$ cat src/rtl/dcfa_pkg.sv
// ----------------------------------------------------------------------------
// dcfa_pkg
// types and constants of the dwarf cfa instruction emitter
// ----------------------------------------------------------------------------
`default_nettype none

package dcfa_pkg;

   localparam int MaxBytes = 16;
   localparam int ByteBits = MaxBytes * 8;
   localparam int CountW   = $clog2(MaxBytes + 1);

   localparam logic [1:0] OpProlog   = 2'd0;
   localparam logic [1:0] OpEpilog   = 2'd1;
   localparam logic [1:0] OpPreserve = 2'd2;
   localparam logic [1:0] OpStart    = 2'd3;

   localparam logic [1:0] StOk        = 2'd0;
   localparam logic [1:0] StBackward  = 2'd1;
   localparam logic [1:0] StTooSmall  = 2'd2;
   localparam logic [1:0] StBadOffset = 2'd3;

   localparam logic [7:0] DwAdvShort       = 8'h40;
   localparam logic [7:0] DwAdv1           = 8'h02;
   localparam logic [7:0] DwAdv2           = 8'h03;
   localparam logic [7:0] DwAdv4           = 8'h04;
   localparam logic [7:0] DwDefCfaOffset   = 8'h0e;
   localparam logic [7:0] DwDefCfaRegister = 8'h0d;
   localparam logic [7:0] DwDefCfa         = 8'h0c;
   localparam logic [7:0] DwOffset         = 8'h80;
   localparam logic [7:0] RegRbp           = 8'd6;
   localparam logic [7:0] RegRsp           = 8'd7;
   localparam logic [7:0] CfaOffset16      = 8'd16;
   localparam logic [7:0] RbpSlot          = 8'd2;
   localparam logic [7:0] RspOffset        = 8'd8;
   localparam logic [7:0] ErrByte          = 8'h00;

   localparam logic [31:0] PrologLead   = 32'd3;
   localparam logic [31:0] EpilogLead   = 32'd1;
   localparam logic [31:0] PrologMinPos = 32'd4;
   localparam logic [31:0] EpilogMinPos = 32'd2;
   localparam logic [31:0] AdvShortMax  = 32'h3F;
   localparam logic [31:0] Adv1Max      = 32'hFF;
   localparam logic [31:0] Adv2Max      = 32'hFFFF;

   localparam logic signed [31:0] MaxSaveOffset = -32'sd8;
   localparam logic [32:0]        SaveBias      = 33'd16;

   localparam logic [7:0] AdvPrologTail = DwAdvShort + PrologLead[7:0];
   localparam logic [7:0] OffsetRbp     = DwOffset | RegRbp;

   typedef struct packed {
      logic [1:0]  opcode;
      logic [31:0] code_pos;
      logic [3:0]  dwarf_reg;
      logic [31:0] frame_offset;
      logic [31:0] last_pos;
      logic [1:0]  status;
   } event_type;

   typedef struct packed {
      logic [ByteBits-1:0] bytes;
      logic [CountW-1:0]   count;
      logic [1:0]          status;
   } burst_type;

endpackage

`default_nettype wire

$ cat src/rtl/dcfa_front.sv
// ----------------------------------------------------------------------------
// dcfa_front
// input register, event checks and last code position tracking
// ----------------------------------------------------------------------------
`default_nettype none

module dcfa_front (
   input  wire logic                  clock,
   input  wire logic                  reset,
   input  wire logic                  req_tvalid,
   output logic                       req_tready,
   input  wire logic [1:0]            req_tuser,   // opcode
   input  wire logic [71:0]           req_tdata,   // code_pos, dwarf_reg, frame_offset, pad
   input  wire logic                  sink_ready,
   output logic                       ev_valid,
   output dcfa_pkg::event_type        ev
);

   logic                last_valid_unused;
   logic                ev_valid_ff, ev_valid_in;
   dcfa_pkg::event_type ev_ff, ev_in;
   logic [31:0]         last_pos_ff, last_pos_in;
   logic                accept, take;
   logic [31:0]         pos, offs, new_pos;
   logic [1:0]          st;

   assign pos    = req_tdata[31:0];
   assign offs   = req_tdata[67:36];
   assign take   = ev_valid_ff && sink_ready;
   assign req_tready = !ev_valid_ff || sink_ready;
   assign accept = req_tvalid && req_tready;
   assign last_valid_unused = 1'b0;

   always_comb begin
      st      = dcfa_pkg::StOk;
      new_pos = pos;
      unique case (req_tuser)
         dcfa_pkg::OpProlog: begin
            if (pos < dcfa_pkg::PrologMinPos) begin
               st = dcfa_pkg::StTooSmall;
            end else if (pos - dcfa_pkg::PrologLead < last_pos_ff) begin
               st = dcfa_pkg::StBackward;
            end
         end
         dcfa_pkg::OpEpilog: begin
            new_pos = pos - dcfa_pkg::EpilogLead;
            if (pos < dcfa_pkg::EpilogMinPos) begin
               st = dcfa_pkg::StTooSmall;
            end else if (pos - dcfa_pkg::EpilogLead < last_pos_ff) begin
               st = dcfa_pkg::StBackward;
            end
         end
         dcfa_pkg::OpPreserve: begin
            if (pos < last_pos_ff) begin
               st = dcfa_pkg::StBackward;
            end else if ($signed(offs) > dcfa_pkg::MaxSaveOffset) begin
               st = dcfa_pkg::StBadOffset;
            end
         end
         dcfa_pkg::OpStart: begin
            new_pos = '0;
         end
      endcase
   end

   always_comb begin
      last_pos_in = last_pos_ff;
      ev_valid_in = ev_valid_ff;
      ev_in       = ev_ff;
      if (accept) begin
         if (st == dcfa_pkg::StOk) begin
            last_pos_in = new_pos;
         end
         ev_valid_in        = (req_tuser != dcfa_pkg::OpStart);
         ev_in.opcode       = req_tuser;
         ev_in.code_pos     = pos;
         ev_in.dwarf_reg    = req_tdata[35:32];
         ev_in.frame_offset = offs;
         ev_in.last_pos     = last_pos_ff;
         ev_in.status       = st;
      end else if (take) begin
         ev_valid_in = last_valid_unused;
      end
   end

   always_ff @(posedge clock) begin
      if (reset) begin
         ev_valid_ff <= 1'b0;
         last_pos_ff <= '0;
      end else begin
         ev_valid_ff <= ev_valid_in;
         last_pos_ff <= last_pos_in;
      end
      ev_ff <= ev_in;
   end

   assign ev_valid = ev_valid_ff;
   assign ev       = ev_ff;

endmodule

`default_nettype wire

$ cat src/rtl/dcfa_encode.sv
// ----------------------------------------------------------------------------
// dcfa_encode
// builds the instruction byte burst of one registered event
// ----------------------------------------------------------------------------
`default_nettype none

module dcfa_encode (
   input  wire dcfa_pkg::event_type ev,
   output dcfa_pkg::burst_type      burst
);

   logic [31:0]                   target, delta;
   logic                          has_adv;
   logic [2:0]                    adv_len;
   logic [39:0]                   adv_bytes;
   logic [32:0]                   scaled;
   logic [28:0]                   uv;
   logic [34:0]                   uvx;
   logic [2:0]                    uleb_len;
   logic [39:0]                   uleb_bytes;
   logic [55:0]                   tail;
   logic [3:0]                    tail_len;
   logic [dcfa_pkg::ByteBits-1:0] wide;

   always_comb begin
      unique case (ev.opcode)
         dcfa_pkg::OpProlog:   target = ev.code_pos - dcfa_pkg::PrologLead;
         dcfa_pkg::OpEpilog:   target = ev.code_pos - dcfa_pkg::EpilogLead;
         dcfa_pkg::OpPreserve: target = ev.code_pos;
         dcfa_pkg::OpStart:    target = ev.code_pos;
      endcase
   end

   assign delta   = target - ev.last_pos;
   assign has_adv = target > ev.last_pos;

   // location advance in its shortest form
   always_comb begin
      priority if (!has_adv) begin
         adv_len   = 3'd0;
         adv_bytes = '0;
      end else if (delta <= dcfa_pkg::AdvShortMax) begin
         adv_len   = 3'd1;
         adv_bytes = {32'b0, dcfa_pkg::DwAdvShort + delta[7:0]};
      end else if (delta <= dcfa_pkg::Adv1Max) begin
         adv_len   = 3'd2;
         adv_bytes = {24'b0, delta[7:0], dcfa_pkg::DwAdv1};
      end else if (delta <= dcfa_pkg::Adv2Max) begin
         adv_len   = 3'd3;
         adv_bytes = {16'b0, delta[15:0], dcfa_pkg::DwAdv2};
      end else begin
         adv_len   = 3'd5;
         adv_bytes = {delta, dcfa_pkg::DwAdv4};
      end
   end

   // factored save offset as uleb128
   assign scaled = dcfa_pkg::SaveBias - {ev.frame_offset[31], ev.frame_offset};
   assign uv     = scaled[31:3];
   assign uvx    = {6'b0, uv};

   always_comb begin
      priority if (uv[28]) begin
         uleb_len = 3'd5;
      end else if (uv[27:21] != 7'd0) begin
         uleb_len = 3'd4;
      end else if (uv[20:14] != 7'd0) begin
         uleb_len = 3'd3;
      end else if (uv[13:7] != 7'd0) begin
         uleb_len = 3'd2;
      end else begin
         uleb_len = 3'd1;
      end
   end

   always_comb begin
      for (int i = 0; i < 5; i++) begin
         uleb_bytes[8*i +: 8] = {(3'(i + 1) < uleb_len), uvx[7*i +: 7]};
      end
   end

   always_comb begin
      unique case (ev.opcode)
         dcfa_pkg::OpProlog: begin
            tail = {dcfa_pkg::RegRbp, dcfa_pkg::DwDefCfaRegister, dcfa_pkg::AdvPrologTail,
                    dcfa_pkg::RbpSlot, dcfa_pkg::OffsetRbp, dcfa_pkg::CfaOffset16,
                    dcfa_pkg::DwDefCfaOffset};
            tail_len = 4'd7;
         end
         dcfa_pkg::OpEpilog: begin
            tail     = {32'b0, dcfa_pkg::RspOffset, dcfa_pkg::RegRsp, dcfa_pkg::DwDefCfa};
            tail_len = 4'd3;
         end
         dcfa_pkg::OpPreserve: begin
            tail     = {8'b0, uleb_bytes, dcfa_pkg::DwOffset | {4'b0, ev.dwarf_reg}};
            tail_len = {1'b0, uleb_len} + 4'd1;
         end
         dcfa_pkg::OpStart: begin
            tail     = '0;
            tail_len = 4'd0;
         end
      endcase
   end

   assign wide = (dcfa_pkg::ByteBits'(tail) << {adv_len, 3'b000})
               | dcfa_pkg::ByteBits'(adv_bytes);

   always_comb begin
      burst.status = ev.status;
      if (ev.status != dcfa_pkg::StOk) begin
         burst.bytes = dcfa_pkg::ByteBits'(dcfa_pkg::ErrByte);
         burst.count = dcfa_pkg::CountW'(1);
      end else begin
         burst.bytes = wide;
         burst.count = dcfa_pkg::CountW'(adv_len) + dcfa_pkg::CountW'(tail_len);
      end
   end

endmodule

`default_nettype wire

$ cat src/rtl/dcfa_serial.sv
// ----------------------------------------------------------------------------
// dcfa_serial
// result register that hands out a burst one byte per word
// ----------------------------------------------------------------------------
`default_nettype none

module dcfa_serial (
   input  wire logic                clock,
   input  wire logic                reset,
   input  wire logic                load_valid,
   input  wire dcfa_pkg::burst_type burst,
   output logic                     load_ok,
   output logic                     rsp_tvalid,
   input  wire logic                rsp_tready,
   output logic [7:0]               rsp_tdata,   // out_byte
   output logic                     rsp_tlast,
   output logic [1:0]               rsp_tuser    // status
);

   logic                          valid_ff, valid_in;
   logic [dcfa_pkg::CountW-1:0]   left_ff, left_in;
   logic [dcfa_pkg::ByteBits-1:0] buf_ff, buf_in;
   logic [1:0]                    status_ff, status_in;
   logic                          final_word;

   assign final_word = (left_ff == dcfa_pkg::CountW'(1));
   assign load_ok    = !valid_ff || (rsp_tready && final_word);

   always_comb begin
      valid_in  = valid_ff;
      left_in   = left_ff;
      buf_in    = buf_ff;
      status_in = status_ff;
      if (load_ok && load_valid) begin
         valid_in  = 1'b1;
         left_in   = burst.count;
         buf_in    = burst.bytes;
         status_in = burst.status;
      end else if (valid_ff && rsp_tready) begin
         valid_in = !final_word;
         left_in  = left_ff - dcfa_pkg::CountW'(1);
         buf_in   = buf_ff >> 8;
      end
   end

   always_ff @(posedge clock) begin
      if (reset) begin
         valid_ff <= 1'b0;
         left_ff  <= '0;
      end else begin
         valid_ff <= valid_in;
         left_ff  <= left_in;
      end
      buf_ff    <= buf_in;
      status_ff <= status_in;
   end

   assign rsp_tvalid = valid_ff;
   assign rsp_tdata  = buf_ff[7:0];
   assign rsp_tlast  = final_word;
   assign rsp_tuser  = status_ff;

endmodule

`default_nettype wire

$ cat src/rtl/dwarf_cfa_instruction_emitter_core.sv
// ----------------------------------------------------------------------------
// dwarf_cfa_instruction_emitter_core
// turns x64 frame events into dwarf call frame instruction bytes
// ----------------------------------------------------------------------------
// Events enter an input register at up to one per cycle while req_tready is
// high; the byte burst of the registered event (a location advance in its
// shortest form, then the cfa rules) is built and loaded into the result
// register when load_ok allows; that register sends it one byte per word,
// tlast on the final byte and the status in tuser. An event emits 1 byte
// for an error, 3 to 8 for an epilog, 7 to 12 for a prolog, 2 to 11 for a
// preserve; a start event emits nothing. The result register, at one byte
// per cycle while rsp_tready is high, sets the sustained rate. The last code
// position is updated as each event with ok status is accepted.
// ----------------------------------------------------------------------------
`default_nettype none

module dwarf_cfa_instruction_emitter_core (
   input  wire logic        clock,
   input  wire logic        reset,
   input  wire logic        req_tvalid,
   output logic             req_tready,
   input  wire logic [1:0]  req_tuser,   // opcode
   input  wire logic [71:0] req_tdata,   // code_pos, dwarf_reg, frame_offset, pad
   output logic             rsp_tvalid,
   input  wire logic        rsp_tready,
   output logic [7:0]       rsp_tdata,   // out_byte
   output logic             rsp_tlast,
   output logic [1:0]       rsp_tuser    // status
);

   logic                ev_valid, load_ok;
   dcfa_pkg::event_type ev;
   dcfa_pkg::burst_type burst;

   dcfa_front u_front (
      .clock      (clock),
      .reset      (reset),
      .req_tvalid (req_tvalid),
      .req_tready (req_tready),
      .req_tuser  (req_tuser),
      .req_tdata  (req_tdata),
      .sink_ready (load_ok),
      .ev_valid   (ev_valid),
      .ev         (ev)
   );

   dcfa_encode u_encode (
      .ev    (ev),
      .burst (burst)
   );

   dcfa_serial u_serial (
      .clock      (clock),
      .reset      (reset),
      .load_valid (ev_valid),
      .burst      (burst),
      .load_ok    (load_ok),
      .rsp_tvalid (rsp_tvalid),
      .rsp_tready (rsp_tready),
      .rsp_tdata  (rsp_tdata),
      .rsp_tlast  (rsp_tlast),
      .rsp_tuser  (rsp_tuser)
   );

endmodule

`default_nettype wire

$ cat config.mk
export PLATFORM = sky130hd
export DESIGN_NAME = dwarf_cfa_instruction_emitter_core
export DESIGN_NICKNAME = d
export VERILOG_FILES = /design/src/rtl/dcfa_pkg.sv /design/src/rtl/dcfa_front.sv /design/src/rtl/dcfa_encode.sv /design/src/rtl/dcfa_serial.sv /design/src/rtl/dwarf_cfa_instruction_emitter_core.sv
export SDC_FILE = /design/constraint.sdc
export NUM_CORES = 1
export LEC_CHECK = 0
export ABC_CLOCK_PERIOD_IN_PS = 7500
export CAP_MARGIN = 20
export CORE_MARGIN = 1.5
export CORE_UTILIZATION = 44
export DETAILED_ROUTE_END_ITERATION = 12
export DONT_BUFFER_PORTS = 1
export MAX_ROUTING_LAYER = met4
export SETUP_SLACK_MARGIN = 0.15
export SLEW_MARGIN = 25
export SYNTH_ARGS = -nofsm -noshare
export SYNTH_HDL_FRONTEND = slang
export SYNTH_HIERARCHICAL = 1
export SYNTH_SLANG_ARGS = --single-unit
$ cat constraint.sdc
create_clock -name clock -period 7.5 [get_ports clock]
set_input_delay 1.5 -clock clock [delete_from_list [all_inputs] [get_ports clock]]
set_output_delay 1.5 -clock clock [all_outputs]
set_load 0.05 [all_outputs]
==> flow_metrics.py, run 1 <==
metrics = {
    "run_status": {
        "outcome": "finished, final reports clean",
    },
    "die": {
        "fp.dieH_um": 218,
        "coreArea_um2": 45600,
        "rows": 78,
        "die_area_um2": 47600,
        "ios": 91,
        "die_w_um": 218,
        "start_util": 0.447,
    },
    "clocking": {
        "clk_path_buf_depth": 3,
        "worstSkewPairLatency_ns": 0.60,
        "htreeDepth": 1,
        "cts_sinks": 273,
        "ctsHoldBuffers": 0,
        "cts_tree": "done",
        "path_clk_slew_ns": 0.07,
        "cts_buffers": 31,
        "cts_root_buf": "clkbuf_16",
    },
    "critical_path": {
        "crit_fanout": 10,
        "worst-endpoint-required_ns": 7.84,
        "crit_path_start_kind": "flip-flop",
        "critPathCaptureType": "flip-flop",
        "arrival_ns": 7.31,
        "worstSetupPathType": "reg -> reg",
        "reg2reg_slack_ns": 0.53,
    },
    "place": {
        "placed_area_um2": 20600,
        "gp_congestion": 0.977,
        "hpwl_mm": 45.9,
        "io_buffers": 0,
    },
    "drt": {
        "antenna_left": 0,
        "totalWireLength_mm": 60.9,
        "drt-initial-drc-count": 1415,
        "drtPass1Iterations": 6,
        "vias": 15700,
        "vias_per_cell": 5.99,
        "drc_errors": 0,
        "post_drt_wl_per_cell_um": 23.2,
    },
    "sta": {
        "fin_crit_sh": 0.929,
        "skew_ns": 0.0163,
        "setup-tns-final_ns": 0,
        "final_hold_viol_count": 0,
        "rsz0062_at_grt": "false",
        "max_freq_ghz": 0.144,
        "report.final.slew_viol_count": 0,
        "maxSlewHeadroom": 0.370,
        "period_minus_slack_ns": 6.97,
        "worst_pin_slew_ns": 0.945,
        "timing.hold.ws_ns": 0.435,
        "setup_viol": 0,
    },
    "synthesis": {
        "synthMuxAreaShare": 0.0940,
        "yosysWarnings": 6,
        "ys_seq_area_frac": 0.383,
        "synth_edf_count": 234,
        "synth-simple-area-share": 0.153,
        "synth_cell_type_count": 94,
        "synth_area_per_cell_um2": 9.92,
        "synth_compound_area_frac": 0.157,
        "ys_async_sr_fraction": 0,
        "syn_inst": 2055,
        "synth_top_flop_cell": "edfxtp_1",
        "synth_xor_area_frac": 0.0589,
        "synth_fa_ha_area_frac": 0.0864,
        "ys_ff_latch": 273,
        "syn_area_um2": 20400,
        "synth_top_family_by_area": "compound AO/OA/AOI/OAI gates",
    },
    "grt": {
        "grt_pass1_vias": 15200,
        "antenna_found_initial": 0,
        "grt_max_degree": 75,
        "grt_pass1_wl_mm": 92.7,
        "grt_use_total": 0.261,
        "grt-ovfl-total": 0,
    },
    "finish": {
        "finish.net_count": 2215,
        "drive_gt1_frac": 0.146,
        "syn_to_final_growth_pct": 6.44,
        "stdcell_area_um2": 21700,
        "filler_cell_count": 4225,
        "antenna_cells": 0,
    },
    "min_path": {
        "worstHoldPathType": "reg -> reg",
    },
    "flow_run": {
        "drv_cap": 0,
    },
    "power": {
        "power_w": 0.00472,
        "powerDensity_nw_per_um2": 218,
        "leakage_nw": 8.11,
        "irDropWorstVdd_mv": 0.197,
    },
}
==> worst paths after layout <==
check | from | endpoint | cells past startpoint
worst max register to register | u_front/ev[103] | u_serial/buf_ff[25] | 26
worst min-delay path | u_front/last_pos_ff[6] | u_front/ev[8] | 0
worst min register to register | u_front/last_pos_ff[6] | u_front/ev[8] | 0
worst max-delay path | u_front/ev[103] | u_serial/buf_ff[25] | 26
==> area by class of cell <==
class                      instances  area (um2)  share of cell area
sequential                       273        7810               0.360
clock inverter                    22         255              0.0118
tap                              600         751              0.0346
clock buffer                      36         825              0.0380
timing repair buffer              36         270              0.0125
multi-input combinational       1558       11400               0.526
inverter                          98         380              0.0175
==> metrics by stage <==
stage | setup slack [ns] | instances | util
after floorplan | 0.283 | 2098 | -
after global placement | 0.277 | 2565 | 0.452
after detailed placement | 0.217 | 2565 | 0.452
after CTS | 0.183 | 2623 | 0.475
after global routing | 0.183 | 2623 | 0.476
final | 0.533 | 2623 | 0.476
==> logic make-up after synthesis <==
family	Yosys count
compound gates	466
xor+xnor	137
fa+ha+maj	139
buf+inv	267
flops	273
mux	162
other cells	1
simple gates	610
==> critical path, cell delays in order, from the launching register on <==
cell and delay [ns]:
edfxtp_1 0.38, inv_1 0.08, nand2_1 0.06, inv_1 0.09
ha_1 0.23, a2111oi_1 0.34, buf_4 0.19, nand2_1 0.13
nor2_1 0.18, nand2_1 0.09, or3_1 0.33, xnor2_1 0.14
ha_1 0.29, and3_1 0.22, nand3_1 0.16, a2111oi_0 0.49
a311oi_1 0.10, o211ai_1 0.26, o211ai_1 0.16, or4_1 0.51
or4b_4 0.61, or3b_1 0.72, clkinv_4 0.21, nor2_1 0.14
nand4_1 0.18, o221ai_1 0.14, mux2_2 0.29
==> Yosys cell counts (all sizes together) (9+ instances only) <==
cell type / number / area, um2
o221ai: 9 / 78.8
a21oi: 144 / 743
buf: 108 / 764
ha: 136 / 1700
mux2: 131 / 1610
nor2: 154 / 586
a31oi: 24 / 180
a211oi: 42 / 435
or3: 19 / 129
nor3: 58 / 305
xnor2: 66 / 578
and3: 10 / 62.6
nand2: 151 / 572
a22oi: 19 / 143
and4: 10 / 87.6
clkbuf: 61 / 235
and2: 20 / 125
o21a: 16 / 120
o21ai: 79 / 395
nand4: 41 / 257
or4: 10 / 75.1
a21o: 30 / 225
dfxtp: 39 / 781
edfxtp: 234 / 7030
nor2b: 18 / 113
nand2b: 14 / 87.6
xor2: 71 / 622
mux2i: 31 / 310
o211ai: 12 / 90.1
nor4: 32 / 264
nand3: 47 / 235
o31ai: 14 / 110
inv: 97 / 364
==> state kept, by name, indices dropped and copies added, names as in the netlist <==
| name | flops |
|---|---|
| u_serial/buf_ff | 128 |
| u_front/ev | 104 |
| u_front/last_pos_ff | 32 |
| u_serial/left_ff | 5 |
| u_serial/rsp_tuser | 2 |
| u_front/ev_valid | 1 |
| u_serial/rsp_tvalid | 1 |
==> where the power goes <==
part           switching, W  internal, W  total (W)
registers         0.0000864      0.00181    0.00189
logic              0.000759     0.000468    0.00123
clock network      0.000663     0.000939    0.00160
==> layer usage <==
layer | track usage | wire length, um | vias up | part of all wire
met1 | 0.339 | 26800 | 7647 | 0.44
met2 | 0.418 | 28500 | 519 | 0.47
met5 | - | 0 | - | 0
met4 | 0.0933 | 2170 | 0 | 0.036
met3 | 0.0320 | 3500 | 104 | 0.057
li1 | - | - | 7429 | -
==> what timing repair did <==
item	CTS	global route
setup endpoints to repair	0	71
hold endpoints to repair	0	0
gates resized for setup	0	9
setup buffers	0	0
==> placed cells by master (no fill, tap or decap), types with 36 or more instances in the layout <==
master and n:
edfxtp_1 234, xnor2_1 66, xor2_1 71, mux2_2 94, nand4_1 41, buf_4 36
dfxtp_1 39, nand2_1 148, a21oi_1 138, o21ai_0 65, conb_1 44, ha_1 136
inv_1 94, nor2_1 152, nand3_1 47, nor3_1 55
Power figures use the tool's default switching activity.
==> run 2: changes to the inputs <==
CORE_ASPECT_RATIO = 1.25   (was unset)
==> flow_metrics.py, run 2 (same netlist as run 1, synthesis figures left out) <==
metrics = {
    "critical_path": {
        "worst-endpoint-required_ns": 7.81,
        "critPathCaptureType": "flip-flop",
        "worstSetupPathType": "reg -> reg",
        "crit_fanout": 19,
        "slowest_delay_ns": 0.54,
        "cpMostUsedCell": "nand2_1",
        "crit_path_start_kind": "flip-flop",
        "arrival_ns": 7.16,
        "ff2ff_path_depth": 26,
        "crit_slowest_cell": "or4b_1",
    },
    "sta": {
        "worst_pin_slew_ns": 0.988,
        "maxSlewHeadroom": 0.333,
        "max_freq_ghz": 0.146,
        "timing.hold.ws_ns": 0.437,
        "final_hold_viol_count": 0,
        "setup-tns-final_ns": 0,
        "setup_viol": 0,
        "report.final.slew_viol_count": 0,
        "period_minus_slack_ns": 6.86,
        "skew_ns": 0.00983,
        "rsz0062_at_grt": "false",
        "fin_crit_sh": 0.914,
    },
    "die": {
        "coreArea_um2": 45900,
        "die_area_um2": 47600,
        "die_w_um": 196,
        "fp.dieH_um": 244,
        "ios": 91,
        "rows": 88,
        "start_util": 0.444,
    },
    "drt": {
        "drtPass1Iterations": 7,
        "post_drt_wl_per_cell_um": 22.5,
        "antenna_left": 0,
        "vias": 15400,
        "vias_per_cell": 5.92,
        "totalWireLength_mm": 58.6,
        "drc_errors": 0,
        "drt-initial-drc-count": 975,
    },
    "grt": {
        "grt_pass1_vias": 15200,
        "grt_max_degree": 76,
        "grt-ovfl-total": 0,
        "grt_use_total": 0.250,
        "grt_pass1_wl_mm": 89.4,
        "antenna_found_initial": 0,
    },
    "power": {
        "power_w": 0.00442,
        "leakage_nw": 8.02,
        "powerDensity_nw_per_um2": 206,
        "irDropWorstVdd_mv": 0.148,
    },
    "flow_run": {
        "drv_cap": 0,
    },
    "clocking": {
        "cts_buffers": 26,
        "cts_root_buf": "clkbuf_16",
        "worstSkewPairLatency_ns": 0.56,
        "htreeDepth": 1,
        "cts_sinks": 273,
        "clk_path_buf_depth": 3,
        "cts_tree": "done",
        "path_clk_slew_ns": 0.06,
    },
    "run_status": {
        "outcome": "finished, final reports clean",
    },
    "min_path": {
        "worstHoldPathType": "reg -> reg",
        "min_path_cells": 0,
    },
    "place": {
        "hpwl_mm": 45.2,
        "post-place-cells": 2550,
        "io_buffers": 0,
        "gp_congestion": 0.956,
        "placed_area_um2": 20600,
    },
    "finish": {
        "final_common_cell": "edfxtp_1",
        "drive_gt1_frac": 0.145,
        "final_cell_mix": "234 x edfxtp_1, 153 x nor2_1, 149 x nand2_1",
        "largest-register": "u_serial/buf_ff",
        "finish.net_count": 2216,
        "syn_to_final_growth_pct": 5.55,
        "fin_cells": 2604,
        "stdcell_area_um2": 21500,
        "largest_reg_flops": 128,
        "antenna_cells": 0,
    },
}
run 2: where the power goes:
group	internal, W	switching [W]
sequential	0.00181	0.0000809
clock	0.000710	0.000579
combinational	0.000477	0.000767
run 2: layer usage:
layer / vias up / track usage / part of all wire
met1: 7461 / 0.278 / 0.40
li1: 7422 / - / -
met3: 138 / 0.0205 / 0.034
met4: 0 / 0.119 / 0.051
met2: 383 / 0.453 / 0.52
met5: - / - / 0
run 2: worst max-delay path, delay by kind of cell (launching register included):
family	cells	cell delay [ns]
xor+xnor	1	0.14
simple gates	10	2.50
flops	1	0.38
buf+inv	4	0.71
mux	1	0.26
compound gates	8	1.94
fa+ha+maj	2	0.66
run 2: final timing paths:
| kind | from | endpoint | slack, ns |
|---|---|---|---|
| setup / recovery | u_front/ev[103] | u_serial/buf_ff[31] | 0.64 |
| hold / removal | u_front/last_pos_ff[9] | u_front/ev[11] | 0.44 |
| setup reg to reg | u_front/ev[103] | u_serial/buf_ff[31] | 0.64 |
| hold reg to reg | u_front/last_pos_ff[9] | u_front/ev[11] | 0.44 |
run 2: repair_timing:
action,4_1_cts,5_1_grt
gates resized for setup,0,14
hold buffers,0,0
endpoints found under the setup margin,0,68
buffers inserted,0,6
run 2: cell type report:
class	instances	area (um2)
Tap cell	585	732
Clock buffer	35	756
Multi-Input combinational cell	1558	11400
Clock inverter	13	82.6
Sequential cell	273	7810
Inverter	98	382
Timing Repair Buffer	42	332
Fill cell	4284	24400
run 2: metrics by stage:
| step | util | setup WS, ns |
|---|---|---|
| after CTS | 0.466 | 0.306 |
| after global placement | 0.448 | 0.348 |
| after floorplan | - | 0.283 |
| final | 0.469 | 0.644 |
| after detailed placement | 0.448 | 0.333 |
| after global routing | 0.469 | 0.195 |
